===== src/ldl_decomposition_top_macros.svh =====
// assertion macros for the ldl block
`ifndef LDL_DECOMPOSITION_TOP_MACROS_SVH
`define LDL_DECOMPOSITION_TOP_MACROS_SVH
// implication checked every cycle outside reset
`define LDL_ASSERT_IMP(label, ante, cons, msg) \
  label: assert property (@(posedge clk) disable iff (!rst_n) (ante) |-> (cons)) \
    else $error(msg);
// next-cycle implication outside reset
`define LDL_ASSERT_NXT(label, ante, cons, msg) \
  label: assert property (@(posedge clk) disable iff (!rst_n) (ante) |=> (cons)) \
    else $error(msg);
`endif


===== src/ldl_pkg.sv =====
// ----------------------------------------------------------------------------
// ldl_pkg
// shared types, constants and arithmetic helpers of the ldl block
// ----------------------------------------------------------------------------
package ldl_pkg;
  localparam int MaxDim   = 8;
  localparam int FracBits = 16;
  localparam int IdxW     = $clog2(MaxDim);
  localparam int AddrW    = 2 * IdxW;
  localparam int DimW     = $clog2(MaxDim + 1);
  localparam logic signed [31:0] QOne = 32'sd1 <<< FracBits;
  localparam logic signed [31:0] SMax = 32'sh7fffffff;
  localparam logic signed [31:0] SMin = 32'sh80000000;

  typedef enum logic [3:0] {
    ST_LOAD, ST_DIAG_INIT, ST_OFF_INIT, ST_RD_A, ST_RD_B, ST_MUL1, ST_RND1, ST_MUL2,
    ST_RND2, ST_SUB, ST_DIV_START, ST_DIV_WAIT, ST_EMIT_RD, ST_EMIT
  } state_t;

  // controller to datapath
  typedef struct packed {
    logic          ld_acc;     // acc <= matrix read data
    logic          rd_mat;     // read matrix at (i,j)
    logic          rd_l_ik;    // read lower at (i,k)
    logic          rd_l_jk;    // read lower at (j,k)
    logic          mul1;       // prod <= qmul(lik, ljk)
    logic          mul2;       // prod <= qmul(prod, d[k])
    logic          sub;        // acc <= acc - prod
    logic          wr_pivot;   // d[j] <= acc
    logic          div_start;
    logic          wr_l_div;   // lower[i][j] <= quotient
    logic          wr_l_one;   // lower[j][j] <= one
    logic          rd_emit;    // read lower at (i,j) for output
    logic [IdxW-1:0] i;
    logic [IdxW-1:0] j;
    logic [IdxW-1:0] k;
  } cmd_t;

  typedef struct packed {
    logic div_done;
  } sts_t;

  function automatic logic signed [31:0] sat32(input logic signed [65:0] v);
    if (v > 66'sd2147483647) return SMax;
    if (v < -66'sd2147483648) return SMin;
    return v[31:0];
  endfunction

  // rounding: floor((p + half) >> frac) equals the model's two cases
  function automatic logic signed [31:0] qround(input logic signed [63:0] p);
    logic signed [65:0] t;
    t = (66'(p) + (66'sd1 <<< (FracBits - 1))) >>> FracBits;
    return sat32(t);
  endfunction
endpackage


===== src/ldl_ctrl.sv =====
// ----------------------------------------------------------------------------
// ldl_ctrl
// sequencer over columns, rows and inner terms of the factorization
// ----------------------------------------------------------------------------
module ldl_ctrl import ldl_pkg::*; (
  input  logic            clk,
  input  logic            rst_n,
  input  logic            start,
  input  logic [DimW-1:0] dim,
  input  sts_t            sts,
  input  logic            out_stall,
  output cmd_t            cmd,
  output logic            loading,
  output logic            emit_valid,
  output logic            emit_last
);
  state_t state_r, state_nxt;
  logic [IdxW-1:0] i_r, i_nxt, j_r, j_nxt, k_r, k_nxt;
  logic [IdxW-1:0] nm1;
  logic            diag_r, diag_nxt;

  assign nm1 = IdxW'(dim - 1'b1);

  always_ff @(posedge clk) begin
    if (!rst_n) begin
      state_r <= ST_LOAD; i_r <= '0; j_r <= '0; k_r <= '0; diag_r <= 1'b0;
    end else begin
      state_r <= state_nxt; i_r <= i_nxt; j_r <= j_nxt; k_r <= k_nxt;
      diag_r <= diag_nxt;
    end
  end

  // next state and commands
  always_comb begin
    state_nxt = state_r; i_nxt = i_r; j_nxt = j_r; k_nxt = k_r; diag_nxt = diag_r;
    cmd = '0;
    cmd.i = i_r; cmd.j = j_r; cmd.k = k_r;
    loading = 1'b0; emit_valid = 1'b0; emit_last = 1'b0;
    unique case (state_r)
      ST_LOAD: begin
        loading = 1'b1;
        if (start) begin
          j_nxt = '0; i_nxt = '0; k_nxt = '0; diag_nxt = 1'b1;
          state_nxt = ST_DIAG_INIT;
        end
      end
      ST_DIAG_INIT, ST_OFF_INIT: begin
        cmd.rd_mat = 1'b1;
        k_nxt = '0;
        state_nxt = ST_RD_A;
      end
      ST_RD_A: begin
        cmd.ld_acc = (k_r == '0);
        if (k_r == j_r) begin
          if (diag_r) begin
            cmd.wr_pivot = 1'b1;
            state_nxt = (j_r == nm1) ? ST_EMIT_RD : ST_OFF_INIT;
            cmd.wr_l_one = 1'b1;
            if (j_r == nm1) begin
              i_nxt = '0; j_nxt = '0;
            end else begin
              i_nxt = j_r + 1'b1; diag_nxt = 1'b0;
            end
          end else begin
            state_nxt = ST_DIV_START;
          end
        end else begin
          cmd.rd_l_ik = 1'b1;
          state_nxt = ST_RD_B;
        end
      end
      ST_RD_B: begin
        cmd.rd_l_jk = 1'b1;
        state_nxt = ST_MUL1;
      end
      ST_MUL1: begin
        cmd.mul1 = 1'b1;
        state_nxt = ST_RND1;
      end
      ST_RND1: begin
        state_nxt = ST_MUL2;   // first product rounded this cycle
      end
      ST_MUL2: begin
        cmd.mul2 = 1'b1;
        state_nxt = ST_RND2;
      end
      ST_RND2: begin
        state_nxt = ST_SUB;    // second product rounded this cycle
      end
      ST_SUB: begin
        cmd.sub = 1'b1;
        k_nxt = k_r + 1'b1;
        state_nxt = ST_RD_A;
      end
      ST_DIV_START: begin
        cmd.div_start = 1'b1;
        state_nxt = ST_DIV_WAIT;
      end
      ST_DIV_WAIT: begin
        if (sts.div_done) begin
          cmd.wr_l_div = 1'b1;
          if (i_r == nm1) begin
            j_nxt = j_r + 1'b1; i_nxt = j_r + 1'b1; diag_nxt = 1'b1;
            state_nxt = ST_DIAG_INIT;
          end else begin
            i_nxt = i_r + 1'b1;
            state_nxt = ST_OFF_INIT;
          end
        end
      end
      ST_EMIT_RD: begin
        cmd.rd_emit = 1'b1;
        state_nxt = ST_EMIT;
      end
      ST_EMIT: begin
        emit_valid = 1'b1;
        emit_last = (i_r == nm1) && (j_r == nm1);
        if (!out_stall) begin
          if (emit_last) begin
            state_nxt = ST_LOAD;
          end else if (i_r == nm1) begin
            j_nxt = j_r + 1'b1; i_nxt = j_r + 1'b1; state_nxt = ST_EMIT_RD;
          end else begin
            i_nxt = i_r + 1'b1; state_nxt = ST_EMIT_RD;
          end
        end
      end
      default: state_nxt = ST_LOAD;
    endcase
  end
endmodule


===== config.mk =====
export PLATFORM = sky130hd
export DESIGN_NAME = ldl_ctrl
export DESIGN_NICKNAME = d
export VERILOG_FILES = /design/src/ldl_decomposition_top_macros.svh /design/src/ldl_pkg.sv /design/src/ldl_ctrl.sv
export SDC_FILE = /design/constraint.sdc
export NUM_CORES = 1
export LEC_CHECK = 0
export BUFFER_PORTS_ARGS = -buffer_cell sky130_fd_sc_hd__buf_2
export CAP_MARGIN = 20
export CORE_ASPECT_RATIO = 1.75
export CORE_MARGIN = 2
export CORE_UTILIZATION = 30
export CTS_CLUSTER_DIAMETER = 30
export DETAILED_ROUTE_END_ITERATION = 7
export GPL_ROUTABILITY_DRIVEN = 0
export PLACE_DENSITY = 0.57
export SLEW_MARGIN = 20
export SYNTH_ARGS = -nofsm -noshare
export SYNTH_HDL_FRONTEND = slang
export SYNTH_SLANG_ARGS = --single-unit

===== constraint.sdc =====
create_clock -name clk -period 2.5 [get_ports clk]
set_clock_uncertainty 0.15 [all_clocks]
set_input_delay 0.5 -clock clk [delete_from_list [all_inputs] [get_ports clk]]
set_output_delay 0.5 -clock clk [all_outputs]
set_load 0.1 [all_outputs]

-- Word-level counts from Yosys, hierarchy flattened
Cells that the tools add are included.
- register bits after elaboration: 14
- word-level logic and storage cells: 98
- output and inout bits: 24
- multiplexer cells: 52
- equality and inequality tests: 24
- add/sub/neg operators: 4
- reduce and logical (&&, ||, !) cells: 13
- operators with widths (operator ; count):
    4-bit one-hot mux with 12 select lines ; 1
    3-bit 2-to-1 mux ; 15
    4-bit 2-to-1 mux ; 7
    4-bit == test (second input constant) ; 6
    1-bit 2-to-1 mux ; 24
    3-bit one-hot mux with 4 select lines ; 2
    4-bit by 3-bit == test with 1-bit output (second input constant) ; 4
    2-bit inequality test (second input constant) ; 8
    3-bit by 1-bit adder with 3-bit output (second input constant) ; 3
    3-bit == test ; 3
    3-bit one-hot mux with 3 select lines ; 1
    4-bit by 2-bit == test with 1-bit output (second input constant) ; 2
    8-bit AND reduction ; 1
    7-bit AND reduction ; 1
    3-bit nonzero test ; 2
    5-bit AND reduction ; 1
    4-bit by 1-bit == test with 1-bit output (second input constant) ; 1
    4-bit zero test ; 1
    4-bit nonzero test ; 1
    3-bit zero test ; 1
    1-bit one-hot mux with 3 select lines ; 1
    3-bit AND reduction ; 1
    3-bit OR reduction ; 1
    3-bit by 1-bit subtractor with 3-bit output (second input constant) ; 1
    other kinds (4) ; 4

-- Depth between registers and ports, before layout
Gate-level depths: netlist (run 1).
- depth after elaboration: 6
- gate-level depth with buffers: 8

-- Worst setup path after synthesis (run 1)
No wires, ideal clock.
- path kind: reg2out
- from: reg k_r[0]
- to: out cmd[20] (netlist bit)
- path buffers: 0
- arrival time: 3.219 ns
- slack: -1.369 ns
- stages on the path, launching flop included: 4
- cell sequence: dfxtp_1 -> inv_1 -> ha_1 -> nor3b_1
- RTL lines (item ; line ; text):
    start: declaration ; ldl_ctrl.sv:18 ; logic [IdxW-1:0] i_r, i_nxt, j_r, j_nxt, k_r, k_nxt;
    start signal: assignment ; ldl_ctrl.sv:28 ; state_r <= state_nxt; i_r <= i_nxt; j_r <= j_nxt; k_r <= k_nxt;
    end: declaration ; ldl_ctrl.sv:12 ; output cmd_t cmd,

-- Worst setup path in the final report (run 1)
- from: in dim[0]
- to: out emit_last
- longest elaborated chain between the ends: 4
- elaborated cells between the ends (all ways): 5
- those cells by class: 1 x add/sub; 2 x eq/ne; 1 x mux; 1 x reduce/logical
- RTL lines (item ; line ; text):
    start: declaration ; ldl_ctrl.sv:9 ; input logic [DimW-1:0] dim,
    3-bit by 1-bit subtractor with 3-bit output (*) ; ldl_ctrl.sv:22 ; assign nm1 = IdxW'(dim - 1'b1);
    3-bit == test ; ldl_ctrl.sv:117 ; emit_last = (i_r == nm1) && (j_r == nm1);
    1-bit logical AND (*) ; ldl_ctrl.sv:117 ;
    1-bit 2-to-1 mux (*) ; ldl_ctrl.sv:39 ; unique case (state_r)
    end: declaration ; ldl_ctrl.sv:15 ; output logic emit_last
Every way passes the cells marked *; elsewhere a longest branch is shown, timed or not.

==> results.py, run 1 <==
metrics = {
    "flow_run": {
        "drv_cap": 0,
    },
    "grt": {
        "grt_max_degree": 19,
        "grt_pass1_vias": 1320,
        "grtUsageTotal": 0.1688,
        "grt_pass1_wl_um": 6141,
        "antenna_found_initial": 0,
        "grt.overflow.total": 0,
    },
    "clock_tree": {
        "cts_made_buffers": 3,
        "cts_tree": "built",
        "cts.sinks": 14,
        "clk_latency_ns": 0.25,
        "root_buffer": "clkbuf_8",
        "clkTransAtPathRegs_ns": 0.06,
        "clk_path_buf_depth": 2,
        "h-tree-depth": 1,
    },
    "timing": {
        "max_freq_mhz": 404.9,
        "whs_ns": 0.3450,
        "fin_tns_setup_ns": 0,
        "tightest_slew_ns": 0.4865,
        "period_needed_ns": 2.470,
        "rsz0062_at_grt": "true",
        "hold_viol": 0,
        "final_max_slew_viol_count": 0,
        "slew_headroom": 0.6757,
        "setup_violations": 0,
        "fin_crit_sh": 0.9880,
    },
    "die": {
        "die_y_um": 90.87,
        "io_pins": 33,
        "start_util": 0.3117,
        "core-area_um2": 4150,
        "die_area_um2": 4874,
        "fp-row-count": 31,
        "die_w_um": 53.64,
    },
    "yosys": {
        "yosys_register_bits": 14,
        "ys_types": 59,
        "async_flop_share": 0,
        "synth_area_leader_cell": "dfxtp_1",
        "synth_area_per_cell_um2": 8.188,
        "yosysWarnings": 0,
        "synth-main-ff-cell": "dfxtp_1",
        "synth_edf_count": 0,
        "synth_seq_area_share": 0.2166,
        "synth_top_cell_area_share": 0.2166,
        "synthCells": 158,
        "synthMostInstantiatedCell": "nor2_1",
        "synth_area_leaders": "dfxtp_1 (22%), xnor2_1 (5.4%), ha_1 (4.8%)",
        "ys_top_cells_by_count": "nor2_1 (15), dfxtp_1 (14), inv_1 (11)",
        "syn_nets": 172,
        "synth_area_um2": 1294,
    },
    "finish": {
        "drive_gt1_frac": 0.4378,
        "fin_util": 0.4468,
        "regArea_um2": 310.3,
        "final_nets": 216,
        "fin_cells": 250,
        "multi_input_area_um2": 983.4,
        "n_fill_cell": 428,
        "num_antenna_cells": 0,
        "syn_to_final_growth_pct": 43.33,
    },
    "worst_setup_path": {
        "critPathMaxFanout": 2,
        "crit_required_ns": 1.85,
        "cp.arrival_ns": 1.82,
        "worstSetupEndpointType": "primary output",
        "startpoint_type": "primary input",
        "path_class": "primary input to primary output",
    },
    "placed_design": {
        "io_buffers": 31,
        "dp_hpwl_um": 2826,
        "place_inst": 244,
    },
    "pwr": {
        "irDropWorstVdd_mv": 0.4176,
        "p_per_area_nw_per_um2": 466.3,
        "p_leak_nw": 0.7635,
        "power_w": 0.0008647,
    },
    "route": {
        "ant_nets": 0,
        "drt-total-wl_um": 3768,
        "wl_per_cell_um": 15.07,
        "vias_per_cell": 5.480,
        "drcViolationCount": 0,
        "drtPass1Iterations": 4,
        "vias": 1370,
        "first_iter_violations": 38,
    },
    "outcome": {
        "status": "finished clean",
    },
    "worst_hold_path": {
        "worstHoldPathType": "flop to flop",
    },
}
## through the flow
stage / worst slack (ns) / cell area (um^2)
3_3_place_gp: -0.08996 / 1772
3_5_place_dp: -0.1373 / 1772
2_1_floorplan: -0.3416 / 1374
5_1_grt: -0.03222 / 1854
6_report: 0.03010 / 1854
4_1_cts: 0.02341 / 1843
## worst max-delay path, cell delays in order
cell and delay (ns):
buf_2 0.09, inv_1 0.04, ha_2 0.33, buf_4 0.12
xor2_2 0.15, and3_4 0.22, and3_4 0.21, buf_12 0.17
## layer usage
| layer | global-route usage | vias up | share of wire |
|---|---|---|---|
| li1 | - | 674 | - |
| met1 | 0.1935 | 642 | 0.39 |
| met2 | 0.2901 | 44 | 0.54 |
| met3 | 0.01821 | 10 | 0.043 |
| met4 | 0.08761 | 0 | 0.032 |
| met5 | 0 | - | 0 |
## what timing repair did
action,CTS,global route
hold buffers,0,0
resized for setup,3,3
endpoints found under the setup margin,1,5
buffers inserted,2,0
endpoints found under the hold margin,0,0
pin swaps,2,0
## cell type report
| type | instances | share of cell area |
|---|---|---|
| multi-input cells | 123 | 0.5304 |
| repair buffers | 49 | 0.2227 |
| flip-flops and latches | 14 | 0.1673 |
| well taps | 49 | 0.03306 |
| clock buffers | 4 | 0.02429 |
| inverters | 11 | 0.02227 |
## layout by cell type, fill, tap and decap left out, types with 5 or more instances in the layout
cell / instances
dfxtp_4: 7
xnor2_1: 7
buf_12: 8
nor2_1: 11
nand3_1: 5
a21oi_1: 8
nand2_1: 8
inv_1: 11
buf_2: 22
buf_4: 18
## flip-flops by register name (all words and copies together), names as in the netlist
| register | cells |
|---|---|
| state_r | 4 |
| k_r | 3 |
| j_r | 3 |
| i_r | 3 |
| diag_r | 1 |
## final timing paths
| kind | startpoint | to | slack (ns) | cells after the start |
|---|---|---|---|---|
| max | dim[0] | emit_last | 0.03 | 8 |
| min reg2reg | i_r[2]$_SDFFE_PN0P_ | i_r[2]$_SDFFE_PN0P_ | 0.35 | 1 |
| max reg2reg | i_r[2]$_SDFFE_PN0P_ | j_r[2]$_SDFFE_PN0P_ | 0.31 | 5 |
| min | i_r[2]$_SDFFE_PN0P_ | i_r[2]$_SDFFE_PN0P_ | 0.35 | 1 |
## report_power, final
| group | switching, W | total [W] | internal [W] | leakage, nW |
|---|---|---|---|---|
| clock | 0.0000893 | 0.000202 | 0.000113 | 0.0228 |
| sequential | 0.0000267 | 0.000258 | 0.000231 | 0.121 |
| combinational | 0.000265 | 0.000404 | 0.000139 | 0.620 |
| total | 0.000381 | 0.000865 | 0.000484 | 0.764 |
## logic make-up (layout without fill, tap and decap cells)
| logic type | count (synthesis) | in the layout | share of synthesized area |
|---|---|---|---|
| simple gates | 55 | 55 | 0.2437 |
| compound gates | 47 | 47 | 0.2824 |
| buf+inv | 21 | 64 | 0.07640 |
| xor+xnor | 15 | 15 | 0.1248 |
| flops | 14 | 14 | 0.2166 |
| fa+ha+maj | 5 | 5 | 0.04836 |
| mux | 1 | 1 | 0.007737 |
(Power assumes the default switching activity.)
==> run 2, diff against run 1 <==
MAX_ROUTING_LAYER = met4   (was unset)
==> run 2 against run 1 <==
- utilization stayed put
- total power is essentially flat
- maximum frequency did not move
- setup slack unchanged
- register-to-register slack hardly changed
- non-clock buffer count unchanged
- global-route usage increased by 0.44 points
- largest power group unchanged
==> results.py, run 2 (same netlist as run 1, synthesis figures left out) <==
metrics = {
    "die": {
        "die_area_um2": 4874,
        "fp-row-count": 31,
        "io_pins": 33,
        "die_w_um": 53.64,
        "die_y_um": 90.87,
        "start_util": 0.3117,
        "core-area_um2": 4150,
    },
    "placed_design": {
        "place_area_um2": 1772,
        "io_buffers": 31,
        "dp_hpwl_um": 2826,
    },
    "worst_setup_path": {
        "crit_required_ns": 1.85,
        "path_class": "primary input to primary output",
        "cp.arrival_ns": 1.82,
        "cpMaxStageDelayCell": "ha_2",
        "crit_top_cell": "and3_4",
        "slowest_delay_ns": 0.33,
        "critPathMaxFanout": 2,
        "worstSetupEndpointType": "primary output",
        "path_cells": "buf_2, inv_1, ha_2, buf_4, xor2_2, and3_4, and3_4, buf_12",
        "startpoint_type": "primary input",
    },
    "grt": {
        "grt_pass1_wl_um": 6141,
        "grt.overflow.total": 0,
        "grt_pass1_vias": 1319,
        "grtUsageTotal": 0.1732,
        "antenna_found_initial": 0,
        "grtUsageMet3": 0.01821,
        "top_usage_layer": "met2",
        "grt_util_met1": 0.1935,
        "grt_use_met2": 0.2901,
        "grt_max_degree": 19,
    },
    "finish": {
        "regArea_um2": 310.3,
        "n_fill_cell": 428,
        "final_nets": 216,
        "largest_reg_flops": 4,
        "drive_gt1_frac": 0.4378,
        "fin_util": 0.4468,
        "layout_common_cells": "buf_2 (22), buf_4 (18), inv_1 (11), nor2_1 (11)",
        "num_antenna_cells": 0,
        "multi_input_area_um2": 983.4,
        "final_cell_area_um2": 1854,
        "regMostFlops": "state_r",
        "final_common_cell": "buf_2",
        "syn_to_final_growth_pct": 43.33,
    },
    "route": {
        "wl_per_cell_um": 15.07,
        "vias_per_cell": 5.480,
        "drcViolationCount": 0,
        "ant_nets": 0,
        "vias": 1370,
        "drtPass1Iterations": 4,
        "first_iter_violations": 39,
        "drt-total-wl_um": 3768,
    },
    "clock_tree": {
        "clk_latency_ns": 0.25,
        "clkTransAtPathRegs_ns": 0.06,
        "cts_tree": "built",
        "h-tree-depth": 1,
        "cts_hold_buf": 0,
        "cts_made_buffers": 3,
        "clk_path_buf_depth": 2,
        "root_buffer": "clkbuf_8",
        "cts.sinks": 14,
    },
    "pwr": {
        "p_per_area_nw_per_um2": 466.4,
        "p_leak_nw": 0.7635,
        "irDropWorstVdd_mv": 0.4178,
    },
    "timing": {
        "period_needed_ns": 2.470,
        "final_max_slew_viol_count": 0,
        "slew_headroom": 0.6757,
        "setup_violations": 0,
        "max_freq_mhz": 404.9,
        "hold_viol": 0,
        "fin_crit_sh": 0.9880,
        "rsz0062_at_grt": "true",
        "tightest_slew_ns": 0.4865,
    },
    "worst_hold_path": {
        "worstHoldPathType": "flop to flop",
    },
    "flow_run": {
        "drv_cap": 0,
    },
    "outcome": {
        "status": "finished clean",
    },
}
[run 2: worst max-delay path: cells and delay by family]
kind	cells	cell delay, ns
xor+xnor	1	0.15
fa+ha+maj	1	0.33
buf+inv	4	0.42
simple gates	2	0.43
[run 2: area by class of cell]
class,instances,area share
clock buffer,4,0.02429
tap,49,0.03306
multi-input combinational,123,0.5304
inverter,11,0.02227
sequential,14,0.1673
timing repair buffer,49,0.2227
[run 2: where the power goes]
group          switching (W)  internal [W]  total, W
sequential         0.0000267      0.000231  0.000258
combinational       0.000265      0.000139  0.000404
clock              0.0000894      0.000113  0.000203
total               0.000381      0.000484  0.000865
[run 2: worst paths after layout]
| check | cells past startpoint | end | from | slack, ns |
|---|---|---|---|---|
| worst max-delay path | 8 | emit_last | dim[0] | 0.03 |
| worst min-delay path | 1 | i_r[2]$_SDFFE_PN0P_ | i_r[2]$_SDFFE_PN0P_ | 0.35 |
| worst max register to register | 5 | j_r[2]$_SDFFE_PN0P_ | i_r[2]$_SDFFE_PN0P_ | 0.31 |
| worst min register to register | 1 | i_r[2]$_SDFFE_PN0P_ | i_r[2]$_SDFFE_PN0P_ | 0.35 |
[run 2: metrics by stage]
stage / total power [W] / TNS (ns) / instances / hold WS, ns / worst slack, ns
after floorplan: 0.0005604 / -1.255 / 158 / 0.4131 / -0.3416
after global placement: 0.0006560 / -0.2277 / 244 / 0.3350 / -0.08996
after detailed placement: 0.0006557 / -0.4350 / 244 / 0.3390 / -0.1373
after CTS: 0.0008651 / 0 / 250 / 0.3507 / 0.02341
after global routing: 0.0009087 / -0.03222 / 250 / 0.3636 / -0.03222
final: 0.0008648 / 0 / 250 / 0.3450 / 0.03010
[run 2: routing by layer]
| layer | wire length [um] | vias to the layer above |
|---|---|---|
| met5 | 0 | - |
| met4 | 119 | 0 |
| met3 | 163 | 10 |
| met2 | 2026 | 44 |
| met1 | 1460 | 642 |
| li1 | - | 674 |
[run 2: timing repair]
item                                    in CTS  in global routing
endpoints found under the hold margin        0                  0
endpoints found under the setup margin       1                  5
setup buffers                                2                  0
resized for setup                            3                  3
pin swaps                                    2                  0
==> run 3, diff against run 2 <==
PLACE_DENSITY = 0.55   (was 0.57)
clock period = 2.3 ns   (was 2.5 ns; I/O delays follow)
==> run 3 against run 2 <==
- the run now ends with setup timing left
- die area stayed put
- routed wire length is 4.5% higher
- largest cell class unchanged
- non-clock buffer count is 2 higher
==> results.py, run 3 (same netlist as run 1, synthesis figures left out) <==
metrics = {
    "route": {
        "drcViolationCount": 0,
        "vias": 1384,
        "ant_nets": 0,
        "vias_per_cell": 5.492,
        "drt-total-wl_um": 3938,
        "drtPass1Iterations": 4,
        "wl_per_cell_um": 15.63,
        "first_iter_violations": 46,
    },
    "pwr": {
        "p_leak_nw": 0.8186,
        "p_per_area_nw_per_um2": 498.4,
        "power_w": 0.001015,
        "irDropWorstVdd_mv": 0.3747,
    },
    "timing": {
        "period_needed_ns": 2.311,
        "final_max_slew_viol_count": 0,
        "fin_ws_ns": -0.01067,
        "whs_ns": 0.3183,
        "max_freq_mhz": 432.8,
        "fin_crit_sh": 1.005,
        "slew_headroom": 0.6771,
        "hold_viol": 0,
        "fin_tns_setup_ns": -0.01067,
        "tightest_slew_ns": 0.4877,
        "rsz0062_at_grt": "true",
        "setup_violations": 1,
    },
    "finish": {
        "num_antenna_cells": 0,
        "drive_gt1_frac": 0.4828,
        "regMostFlops": "state_r",
        "syn_to_final_growth_pct": 57.35,
        "largest_reg_flops": 4,
        "final_nets": 218,
        "layout_common_cells": "buf_4 (20), buf_2 (16), buf_12 (15)",
        "n_fill_cell": 383,
        "final_common_cell": "buf_4",
        "final_cell_area_um2": 2036,
    },
    "die": {
        "die_y_um": 90.87,
        "die_area_um2": 4874,
        "fp-row-count": 31,
        "start_util": 0.3117,
        "io_pins": 33,
        "core-area_um2": 4150,
        "die_w_um": 53.64,
    },
    "outcome": {
        "violations": "setup timing",
        "status": "finished with violations",
    },
    "worst_setup_path": {
        "cpLargestDelayFamily": "XOR/XNOR gates",
        "cpMaxStageDelayCell": "xor3_2",
        "crit_required_ns": 1.69,
        "path_class": "flop to primary output",
        "path_cells": "xor3_2, nor3_4, and3_4, buf_12",
        "regToRegSetupSlack_ns": 0.17,
        "r2r-start": "i_r[2]$_SDFFE_PN0P_",
        "startpoint_type": "flop",
        "worstSetupEndpointType": "primary output",
        "r2r-end": "j_r[2]$_SDFFE_PN0P_",
        "critPathMaxFanout": 4,
        "cp.arrival_ns": 1.70,
        "cp_num_buf_inv": 1,
        "reg2regPathDepth": 5,
        "slowest_delay_ns": 0.47,
    },
    "clock_tree": {
        "clk_latency_ns": 0.25,
        "h-tree-depth": 1,
        "cts_tree": "built",
        "cts_made_buffers": 3,
        "clkTransAtPathRegs_ns": 0.06,
        "post_cts_buffers": 0,
        "root_buffer": "clkbuf_8",
        "cts.sinks": 14,
        "cts_hold_buf": 0,
        "clk_path_buf_depth": 2,
    },
    "grt": {
        "grt_max_degree": 16,
        "grtUsageTotal": 0.1831,
        "antenna_found_initial": 0,
        "grt_pass1_wl_um": 6555,
        "grt.overflow.total": 0,
        "grt_pass1_vias": 1403,
    },
    "placed_design": {
        "dp_hpwl_um": 3176,
        "place_area_um2": 1981,
        "io_buffers": 31,
        "dp_slack_ns": -0.1031,
    },
    "worst_hold_path": {
        "hold_path_depth": 3,
        "min_to": "state_r[2]$_SDFFE_PN0P_",
        "worstHoldPathType": "primary input to flop",
        "min_from": "out_stall",
    },
    "flow_run": {
        "drv_cap": 0,
    },
}
-- run 3: cell types whose count changed in the layout (fill, tap and decap cells not counted), moves of 2 or more --
cell and delta:
buf_4 +2, xnor2_2 +3, buf_2 -6, nor2_2 +2, nor2_1 -3, nor3_2 -2, nor3_4 +2, buf_12 +7
xnor2_1 -3
-- run 3: worst register-to-register path, delay by kind of cell, from the launching register on --
family,cells,cell delay [ns]
XOR/XNOR,1,0.47
AO/OA/AOI/OAI,4,1.03
flip-flops,1,0.36
-- run 3: timing repair --
action,4_1_cts,5_1_grt
endpoints found under the setup margin,1,7
gates resized for setup,2,3
pin swaps,0,0
cloned,0,0
-- run 3: through the flow --
stage                     instances    util
after floorplan                 158       -
after detailed placement        248  0.4772
final                           252  0.4905
after global routing            252  0.4905
after global placement          248  0.4772
after CTS                       252  0.4884
-- run 3: final cells by class --
cell class / count / area (um^2) / area share
well taps: 49 / 61.31 / 0.03012
inverters: 11 / 41.29 / 0.02028
repair buffers: 51 / 530.5 / 0.2606
flip-flops and latches: 14 / 310.3 / 0.1524
clock inverters: 1 / 3.754 / 0.001844
clock buffers: 3 / 41.29 / 0.02028
multi-input cells: 123 / 1047 / 0.5144
-- run 3: worst max path at each step --
stage / startpoint / endpoint / depth (start not counted)
6_report: i_r[2]$_SDFFE_PN0P_ / emit_last / 4
5_1_grt: i_r[2]$_SDFFE_PN0P_ / emit_last / 4
4_1_cts: i_r[2]$_SDFFE_PN0P_ / emit_last / 4
3_5_place_dp: dim[0] / j_r[2]$_SDFFE_PN0P_ / 8
3_3_place_gp: dim[0] / j_r[2]$_SDFFE_PN0P_ / 8
2_1_floorplan: state_r[3]$_SDFFE_PN0P_ / cmd[12] / 3
-- run 3: per-layer routing --
metal | vias up | track usage | wire length (um)
li1 | 673 | - | -
met1 | 650 | 0.2016 | 1521
met2 | 46 | 0.3045 | 2108
met3 | 15 | 0.02152 | 138
met4 | 0 | 0.1004 | 169
met5 | - | - | 0
-- run 3: report_power, final --
group | total [W] | internal [W] | switching, W
clock network | 0.000214 | 0.000118 | 0.0000957
logic | 0.000520 | 0.000206 | 0.000314
registers | 0.000280 | 0.000252 | 0.0000279
total | 0.00101 | 0.000577 | 0.000438
